===== src/sv/prmm_pkg.sv =====
`timescale 1ns / 1ps

package prmm_pkg;

  // Word width of one lane.
  localparam int unsigned WordW = 32;

  // Math selector reduction: 2^10 is 1 modulo 11, so 10-bit chunks add up.
  localparam int unsigned MathMod     = 11;
  localparam int unsigned MathSumW    = 12;
  localparam int unsigned Mod11Recip  = 186;  // floor(2^11 / 11) - 0, below 1/11
  localparam int unsigned Mod11Shift  = 11;

  // Merge rotate reduction: 2^5 is 1 modulo 31, so 5-bit chunks add up.
  localparam int unsigned RotMod      = 31;
  localparam int unsigned RotSumW     = 7;
  localparam int unsigned RotW        = 5;

  // Math operation codes, math_select modulo 11.
  typedef enum logic [3:0] {
    MOP_ADD    = 4'd0,
    MOP_MULLO  = 4'd1,
    MOP_MULHI  = 4'd2,
    MOP_MIN    = 4'd3,
    MOP_ROTL   = 4'd4,
    MOP_ROTR   = 4'd5,
    MOP_AND    = 4'd6,
    MOP_OR     = 4'd7,
    MOP_XOR    = 4'd8,
    MOP_CLZSUM = 4'd9,
    MOP_POPSUM = 4'd10
  } math_op_e;

  // Merge codes, merge_select modulo 4.
  typedef enum logic [1:0] {
    MRG_MAC33  = 2'd0,
    MRG_XOR33  = 2'd1,
    MRG_ROTL   = 2'd2,
    MRG_ROTR   = 2'd3
  } merge_op_e;

  // Rotate left by n, n taken modulo 32.
  function automatic logic [WordW-1:0] rotl32(input logic [WordW-1:0] v,
                                               input logic [RotW-1:0] n);
    logic [2*WordW-1:0] x;
    x = {v, v} << n;
    return x[2*WordW-1:WordW];
  endfunction

  // Rotate right by n, n taken modulo 32.
  function automatic logic [WordW-1:0] rotr32(input logic [WordW-1:0] v,
                                               input logic [RotW-1:0] n);
    logic [2*WordW-1:0] x;
    x = {v, v} >> n;
    return x[WordW-1:0];
  endfunction

endpackage


===== src/sv/prmm_alu.sv =====
`timescale 1ns / 1ps

// Non-multiplying math operations of one lane. The multiply codes return zero
// here; their product comes from the multiplier beside this unit.
module prmm_alu (
  input  logic [prmm_pkg::WordW-1:0] src_a_i,
  input  logic [prmm_pkg::WordW-1:0] src_b_i,
  input  prmm_pkg::math_op_e         op_i,
  output logic [prmm_pkg::WordW-1:0] result_o
);

  localparam int unsigned CntW = $clog2(prmm_pkg::WordW + 1);

  logic [CntW-1:0] clz_a;
  logic [CntW-1:0] clz_b;
  logic [CntW-1:0] pop_a;
  logic [CntW-1:0] pop_b;

  // Leading zeros as a priority encoder; a zero word counts the full width.
  always_comb begin
    clz_a = CntW'(prmm_pkg::WordW);
    clz_b = CntW'(prmm_pkg::WordW);
    for (int i = 0; i < prmm_pkg::WordW; i++) begin
      if (src_a_i[i]) begin
        clz_a = CntW'(prmm_pkg::WordW - 1 - i);
      end
      if (src_b_i[i]) begin
        clz_b = CntW'(prmm_pkg::WordW - 1 - i);
      end
    end
  end

  // Population counts, summed bit by bit.
  always_comb begin
    pop_a = '0;
    pop_b = '0;
    for (int i = 0; i < prmm_pkg::WordW; i++) begin
      pop_a = pop_a + CntW'(src_a_i[i]);
      pop_b = pop_b + CntW'(src_b_i[i]);
    end
  end

  // Operation select.
  always_comb begin
    unique case (op_i)
      prmm_pkg::MOP_ADD: begin
        result_o = src_a_i + src_b_i;
      end
      prmm_pkg::MOP_MIN: begin
        result_o = (src_a_i < src_b_i) ? src_a_i : src_b_i;
      end
      prmm_pkg::MOP_ROTL: begin
        result_o = prmm_pkg::rotl32(src_a_i, src_b_i[prmm_pkg::RotW-1:0]);
      end
      prmm_pkg::MOP_ROTR: begin
        result_o = prmm_pkg::rotr32(src_a_i, src_b_i[prmm_pkg::RotW-1:0]);
      end
      prmm_pkg::MOP_AND: begin
        result_o = src_a_i & src_b_i;
      end
      prmm_pkg::MOP_OR: begin
        result_o = src_a_i | src_b_i;
      end
      prmm_pkg::MOP_XOR: begin
        result_o = src_a_i ^ src_b_i;
      end
      prmm_pkg::MOP_CLZSUM: begin
        result_o = prmm_pkg::WordW'(clz_a) + prmm_pkg::WordW'(clz_b);
      end
      prmm_pkg::MOP_POPSUM: begin
        result_o = prmm_pkg::WordW'(pop_a) + prmm_pkg::WordW'(pop_b);
      end
      default: begin
        result_o = '0;
      end
    endcase
  end

endmodule


===== src/sv/progpow_random_math_merge.sv =====
// Pipeline: a result passes the stage one, stage two and output registers.
// Throughput: one transaction per cycle while m_axis_tready_i is high; the 32x32 multiplier in stage two
// and the merge adders in stage three set the cycle time.
// Stalls propagate stage by stage, so empty stages still accept input.
// Reset (asynchronous, active low) clears the stage valid bits only.
`timescale 1ns / 1ps

module progpow_random_math_merge (
  input  logic         clk_i,
  input  logic         rst_ni,
  input  logic         s_axis_tvalid_i,
  output logic         s_axis_tready_o,
  // tdata from bit 0: dst_value, src_a, src_b, math_select, merge_select.
  input  logic [159:0] s_axis_tdata_i,
  // tuser: cmd.
  input  logic         s_axis_tuser_i,
  output logic         m_axis_tvalid_o,
  input  logic         m_axis_tready_i,
  // tdata: merged_value.
  output logic [31:0]  m_axis_tdata_o
);

  localparam int unsigned W     = prmm_pkg::WordW;
  localparam int unsigned SumW  = prmm_pkg::MathSumW;
  localparam int unsigned RSumW = prmm_pkg::RotSumW;
  localparam int unsigned RW    = prmm_pkg::RotW;
  localparam int unsigned PrW   = SumW + 9;
  localparam int unsigned QW    = PrW - prmm_pkg::Mod11Shift;

  // Input field unpacking.
  logic [W-1:0] in_dst;
  logic [W-1:0] in_a;
  logic [W-1:0] in_b;
  logic [W-1:0] in_msel;
  logic [W-1:0] in_gsel;

  assign in_dst  = s_axis_tdata_i[W-1:0];
  assign in_a    = s_axis_tdata_i[2*W-1:W];
  assign in_b    = s_axis_tdata_i[3*W-1:2*W];
  assign in_msel = s_axis_tdata_i[4*W-1:3*W];
  assign in_gsel = s_axis_tdata_i[5*W-1:4*W];

  // Stage enables: a stage loads when it is empty or its successor moves.
  logic en1, en2, en3;
  logic v1_q, v2_q, v3_q;

  assign en3 = !v3_q || m_axis_tready_i;
  assign en2 = !v2_q || en3;
  assign en1 = !v1_q || en2;
  assign s_axis_tready_o = en1;
  assign m_axis_tvalid_o = v3_q;

  // Stage one: chunk sums for both selector reductions.
  logic [SumW-1:0]  msum_d;
  logic [RSumW-1:0] rsum_d;

  assign msum_d = SumW'(in_msel[9:0]) + SumW'(in_msel[19:10])
                + SumW'(in_msel[29:20]) + SumW'(in_msel[31:30]);
  assign rsum_d = RSumW'(in_gsel[20:16]) + RSumW'(in_gsel[25:21])
                + RSumW'(in_gsel[30:26]) + RSumW'(in_gsel[31]);

  logic             s1_cmd_q;
  logic [W-1:0]     s1_dst_q, s1_a_q, s1_b_q;
  logic [SumW-1:0]  s1_msum_q;
  logic [RSumW-1:0] s1_rsum_q;
  logic [1:0]       s1_gop_q;

  always_ff @(posedge clk_i) begin
    if (en1) begin
      s1_cmd_q  <= s_axis_tuser_i;
      s1_dst_q  <= in_dst;
      s1_a_q    <= in_a;
      s1_b_q    <= in_b;
      s1_msum_q <= msum_d;
      s1_rsum_q <= rsum_d;
      s1_gop_q  <= in_gsel[1:0];
    end
  end

  // Stage two: finish modulo 11 by reciprocal and one correction.
  logic [PrW-1:0]  mprod;
  logic [QW-1:0]   mquot;
  logic [SumW-1:0] mrem_full;
  logic [4:0]      mrem;
  logic [3:0]      mop_code;
  prmm_pkg::math_op_e op_d;

  assign mprod     = PrW'(s1_msum_q) * PrW'(prmm_pkg::Mod11Recip);
  assign mquot     = mprod[PrW-1:prmm_pkg::Mod11Shift];
  assign mrem_full = s1_msum_q - SumW'(SumW'(mquot) * SumW'(prmm_pkg::MathMod));
  assign mrem      = mrem_full[4:0];
  assign mop_code  = (mrem >= 5'(prmm_pkg::MathMod)) ? 4'(mrem - 5'(prmm_pkg::MathMod))
                                                      : mrem[3:0];
  assign op_d      = prmm_pkg::math_op_e'(mop_code);

  // Finish modulo 31 of the rotate field and add one.
  logic [5:0]    rfold;
  logic [5:0]    rmod;
  logic [RW-1:0] rot_d;

  assign rfold = 6'(s1_rsum_q[4:0]) + 6'(s1_rsum_q[6:5]);
  assign rmod  = (rfold >= 6'(prmm_pkg::RotMod)) ? rfold - 6'(prmm_pkg::RotMod) : rfold;
  assign rot_d = rmod[RW-1:0] + RW'(1);

  // Math units: the ALU and the 32x32 multiplier.
  logic [W-1:0]   alu_d;
  logic [2*W-1:0] prod_d;

  prmm_alu u_alu (
    .src_a_i  (s1_a_q),
    .src_b_i  (s1_b_q),
    .op_i     (op_d),
    .result_o (alu_d)
  );

  assign prod_d = (2*W)'(s1_a_q) * (2*W)'(s1_b_q);

  logic               s2_cmd_q;
  logic [W-1:0]       s2_dst_q, s2_a_q, s2_alu_q;
  logic [2*W-1:0]     s2_prod_q;
  prmm_pkg::math_op_e s2_op_q;
  logic [RW-1:0]      s2_rot_q;
  prmm_pkg::merge_op_e s2_gop_q;

  always_ff @(posedge clk_i) begin
    if (en2) begin
      s2_cmd_q  <= s1_cmd_q;
      s2_dst_q  <= s1_dst_q;
      s2_a_q    <= s1_a_q;
      s2_alu_q  <= alu_d;
      s2_prod_q <= prod_d;
      s2_op_q   <= op_d;
      s2_rot_q  <= rot_d;
      s2_gop_q  <= prmm_pkg::merge_op_e'(s1_gop_q);
    end
  end

  // Stage three: pick the merge data, then merge into the destination.
  logic [W-1:0] data;
  logic [W-1:0] merged_d;

  always_comb begin
    priority if (s2_cmd_q) begin
      data = s2_a_q;
    end else if (s2_op_q == prmm_pkg::MOP_MULLO) begin
      data = s2_prod_q[W-1:0];
    end else if (s2_op_q == prmm_pkg::MOP_MULHI) begin
      data = s2_prod_q[2*W-1:W];
    end else begin
      data = s2_alu_q;
    end
  end

  always_comb begin
    unique case (s2_gop_q)
      prmm_pkg::MRG_MAC33: begin
        merged_d = (s2_dst_q << 5) + s2_dst_q + data;
      end
      prmm_pkg::MRG_XOR33: begin
        merged_d = ((s2_dst_q ^ data) << 5) + (s2_dst_q ^ data);
      end
      prmm_pkg::MRG_ROTL: begin
        merged_d = prmm_pkg::rotl32(s2_dst_q, s2_rot_q) ^ data;
      end
      prmm_pkg::MRG_ROTR: begin
        merged_d = prmm_pkg::rotr32(s2_dst_q, s2_rot_q) ^ data;
      end
      default: begin
        merged_d = '0;
      end
    endcase
  end

  logic [W-1:0] out_q;

  always_ff @(posedge clk_i) begin
    if (en3) begin
      out_q <= merged_d;
    end
  end

  assign m_axis_tdata_o = out_q;

  // Valid bits travel with the data.
  always_ff @(posedge clk_i or negedge rst_ni) begin
    if (!rst_ni) begin
      v1_q <= 1'b0;
      v2_q <= 1'b0;
      v3_q <= 1'b0;
    end else begin
      if (en1) begin
        v1_q <= s_axis_tvalid_i;
      end
      if (en2) begin
        v2_q <= v1_q;
      end
      if (en3) begin
        v3_q <= v2_q;
      end
    end
  end

  // An accepted transaction occupies stage one next cycle.
  a_accept_fills_s1 : assert property (@(posedge clk_i) disable iff (!rst_ni)
    s_axis_tvalid_i && s_axis_tready_o |=> v1_q)
    else $error("accepted transaction did not reach stage one");

  // An empty first stage always takes input.
  a_empty_ready : assert property (@(posedge clk_i) disable iff (!rst_ni)
    !v1_q |-> s_axis_tready_o)
    else $error("input stalled with empty first stage");

  // A held item in stage two survives an output stall.
  a_s2_hold : assert property (@(posedge clk_i) disable iff (!rst_ni)
    v2_q && v3_q && !m_axis_tready_i |=> v2_q && $stable(s2_alu_q))
    else $error("stage two item lost during stall");

  // The merge rotate amount is never zero.
  a_rot_nonzero : assert property (@(posedge clk_i) disable iff (!rst_ni)
    v2_q |-> s2_rot_q != '0)
    else $error("merge rotate amount is zero");

endmodule


===== config.mk =====
export PLATFORM = sky130hd
export DESIGN_NAME = progpow_random_math_merge
export DESIGN_NICKNAME = d
export VERILOG_FILES = /design/src/sv/prmm_pkg.sv /design/src/sv/prmm_alu.sv /design/src/sv/progpow_random_math_merge.sv
export SDC_FILE = /design/constraint.sdc
export NUM_CORES = 2
export LEC_CHECK = 0
export BUFFER_PORTS_ARGS = -buffer_cell sky130_fd_sc_hd__clkbuf_2
export CORE_MARGIN = 3
export CORE_UTILIZATION = 40
export CTS_CLUSTER_DIAMETER = 150
export DETAILED_ROUTE_END_ITERATION = 10
export PLACE_DENSITY = 0.54
export SYNTH_ARGS = -nofsm -noshare
export SYNTH_HDL_FRONTEND = slang
export SYNTH_HIERARCHICAL = 1
export SYNTH_SLANG_ARGS = --single-unit

===== constraint.sdc =====
create_clock -name clk_i -period 17.8 [get_ports clk_i]
set_input_delay 4.45 -clock clk_i [delete_from_list [all_inputs] [get_ports clk_i]]
set_output_delay 4.45 -clock clk_i [all_outputs]
set_load 0.01 [all_outputs]

==> qor.txt <==
Nets -> 8623
Fin crit share -> 53.73%
CTS tree -> done
Fin. max-slew vios -> 0
Yosys warns -> 6
Crit start category -> input pin
CP Buf/Inv Count -> 2
Seq/Total Area, Yosys -> 14.71%
Kind of critical path -> input pin to primary output
Worst EP required -> 13.35 ns
Average size of a mapped cell -> 9.500 µm²
Largest cells by area after synthesis -> fa_1 (31%), edfxtp_1 (15%), ha_1 (9.8%)
Cell family with most CP delay -> simple AND/OR/NAND/NOR gates
Post-Synth XOR/XNOR Area -> 3.027%
Clock Pin Slew Worst Setup and Hold Paths -> 0.06 ns
Min Tclk post-route -> 9.564 ns
Synth Net Count -> 8683
Status -> complete, no violations
Detailed Route Iter0 Violations -> 4242
Drc violations -> 0
Clock skew -> 0.03743 ns
Fill cell count -> 16100
Share of cells above drive strength 1 -> 8.867%
Max-cap violation count -> 0
Placer Congestion -> 0.9541
First-pass GRT wire length -> 346400 µm
Worst-Skew Late Latency -> 0.67 ns
Routed Antenna Nets -> 0
Worst-Margin Slew -> 1.271 ns
Critical path arrival -> 5.11 ns
Die width -> 413.0 µm
Setup violators final -> 0
Global route overflow -> 0
Crit path max fanout -> 3
Boundary pin count -> 199
FF+latch count, synth -> 325
Worst min path class -> flip-flop to flip-flop
CP Cell Sequence -> clkbuf_2 -> nand4b_1 -> clkbuf_2
Top post-synthesis cells by count -> inv_1 (1106), fa_1 (1024), nand2_1 (683)
Yosys top cell area share -> 30.94%
Count of final hold-check violations -> 0
Post_cts resized -> 0
Setup TNS -> 0 ns
Cts hold-fix bufs -> 0
Post-synthesis cell area -> 66250 µm²
Simple-gate share of the synthesized area -> 14.42%
CTS Buffer Depth -> 3
Core area -> 163700 µm²
Rows -> 148
Setup bufs post-CTS -> 0
Yosys cell types -> 91
Die height -> 413.0 µm
I/O Buffers -> 184
GRT Resource Usage Total -> 27.06%
Element type at the critical path end -> primary output
Initial antenna violation count -> 9
RSZ-0062 raised after global routing -> false
Largest net degree at the start of global routing -> 76
Slowest cell on crit path -> nand4b_1
Post-synthesis compound-gate area fraction -> 10.51%
Num CTS Buffers -> 44
Die Area -> 170600 µm²
Crit path largest cell delay -> 0.34 ns
Cell count after synthesis -> 6974
Area leader, netlist -> fa_1
Slew headroom -> 15.28%
Dpl hpwl -> 165800 µm
Routed vias/inst -> 5.693
Top cell by count, worst path -> clkbuf_2
Synth-to-layout area growth -> 6.530%
Vias -> 51960
Initial core utilization -> 40.47%
Most common cell in the synthesized netlist -> inv_1
Sink Count -> 325
Pre-antenna DRT Iters -> 6
Number of flops mapped to enable cells by yosys -> 322
Fmax -> 104.6 MHz
H-tree depth -> 2
Post-synthesis mux area share -> 7.594%
Post-Synth Adder-Cell Area -> 40.78%
Root Buffer -> clkbuf_16
Ys flop type -> edfxtp_1
Largest family of logic cells by synthesized area -> adder cells
Average wire per standard cell -> 25.17 µm
Vias in the first global route -> 54240
Asr flop ratio synth -> 0.9231%
Post-Route WL -> 229700 µm
metal layers:
metal	vias up	GRT usage (%)	part of all wire, %
met2	2041	44.24	47
met5	-	0	0
li1	22690	-	-
met4	0	11.42	4.9
met1	26760	35.85	42
met3	469	3.975	6.9
kinds of logic after synthesis:
| family | after synthesis |
|---|---|
| fa+ha+maj | 1545 |
| simple gates | 1944 |
| flops | 325 |
| xor+xnor | 229 |
| compound gates | 1058 |
| buf+inv | 1523 |
| mux | 350 |
layout make-up:
cell class	count	area [µm²]	share of cell area (%)
well taps	2175	2721	3.856
diodes	4	10.01	0.01418
inverters	1107	4155	5.887
clock buffers	47	1112	1.576
multi-input cells	5126	50630	71.74
flip-flops and latches	325	9744	13.81
repair buffers	310	1867	2.645
clock inverters	32	337.8	0.4786
metrics by stage:
step	utilization (%)	cell area, µm²	setup WS (ns)	hold WS (ns)	std cells
floorplan	-	66250	5.496	0.4003	6974
detailed placement	42.23	69120	8.239	0.4045	9043
finish	43.12	70580	8.236	0.4106	9126
CTS	43.11	70570	8.238	0.4134	9122
global placement	42.23	69120	8.232	0.4030	9043
global route	43.11	70570	8.181	0.4219	9122
path summary, 6_finish.rpt:
check,from,end,slack (ns),cells past startpoint
setup / recovery,m_axis_tready_i,s_axis_tready_o,8.24,3
min in group asynchronous,rst_ni,v1_q$_DFFE_PN0P_,3.57,1
max in group asynchronous,rst_ni,m_axis_tvalid_o$_DFFE_PN0P_,14.12,1
hold / removal,s1_dst_q[29]$_DFFE_PP_,s2_dst_q[29]$_DFFE_PP_,0.41,0
hold reg to reg,s1_dst_q[29]$_DFFE_PP_,s2_dst_q[29]$_DFFE_PP_,0.41,0
setup reg to reg,s1_msum_q[4]$_DFFE_PP_,s2_alu_q[28]$_DFFE_PP_,8.67,30
state kept, by name, indices dropped and copies added (netlist names):
| signal | cells |
|---|---|
| s2_prod_q | 64 |
| m_axis_tdata_o | 32 |
| s1_a_q | 32 |
| s1_b_q | 32 |
| s1_dst_q | 32 |
| s2_a_q | 32 |
| s2_alu_q | 32 |
| s2_dst_q | 32 |
| s1_msum_q | 12 |
| s1_rsum_q | 7 |
| s2_rot_q | 5 |
| s2_op_q | 4 |
| s1_gop_q | 2 |
| s2_gop_q | 2 |
| m_axis_tvalid_o | 1 |
| s1_cmd_q | 1 |
| s2_cmd_q | 1 |
| v1_q | 1 |
| v2_q | 1 |
cells in the final DEF (no fill, tap or decap), types with 49 or more instances in the layout:
cell type,instances
clkbuf_2,184
nor2_1,346
xor2_1,49
a31oi_1,50
o21ai_0,165
fa_1,1024
edfxtp_1,322
inv_1,1106
a211oi_1,103
nand2_1,683
a21o_1,83
mux2_2,71
a21oi_1,325
and2_1,613
mux2i_1,163
mux4_2,115
ha_1,520
xnor2_1,179
buf_4,126
worst register-to-register path, delay by kind of cell (launching register included):
family                     cells  cell delay (ns)
AOI/OAI and AO/OA              9             2.10
xor gates and xnor gates       5             1.03
adders and majority gates      8             3.29
buffers and inverters          5             0.32
DFF                            1             0.53
muxes                          1             0.56
and+or+nand+nor                2             1.02
Power is left out: the tool's default activity adds up to more than one toggle a clock period on the data nets, which glitch-free logic cannot reach.
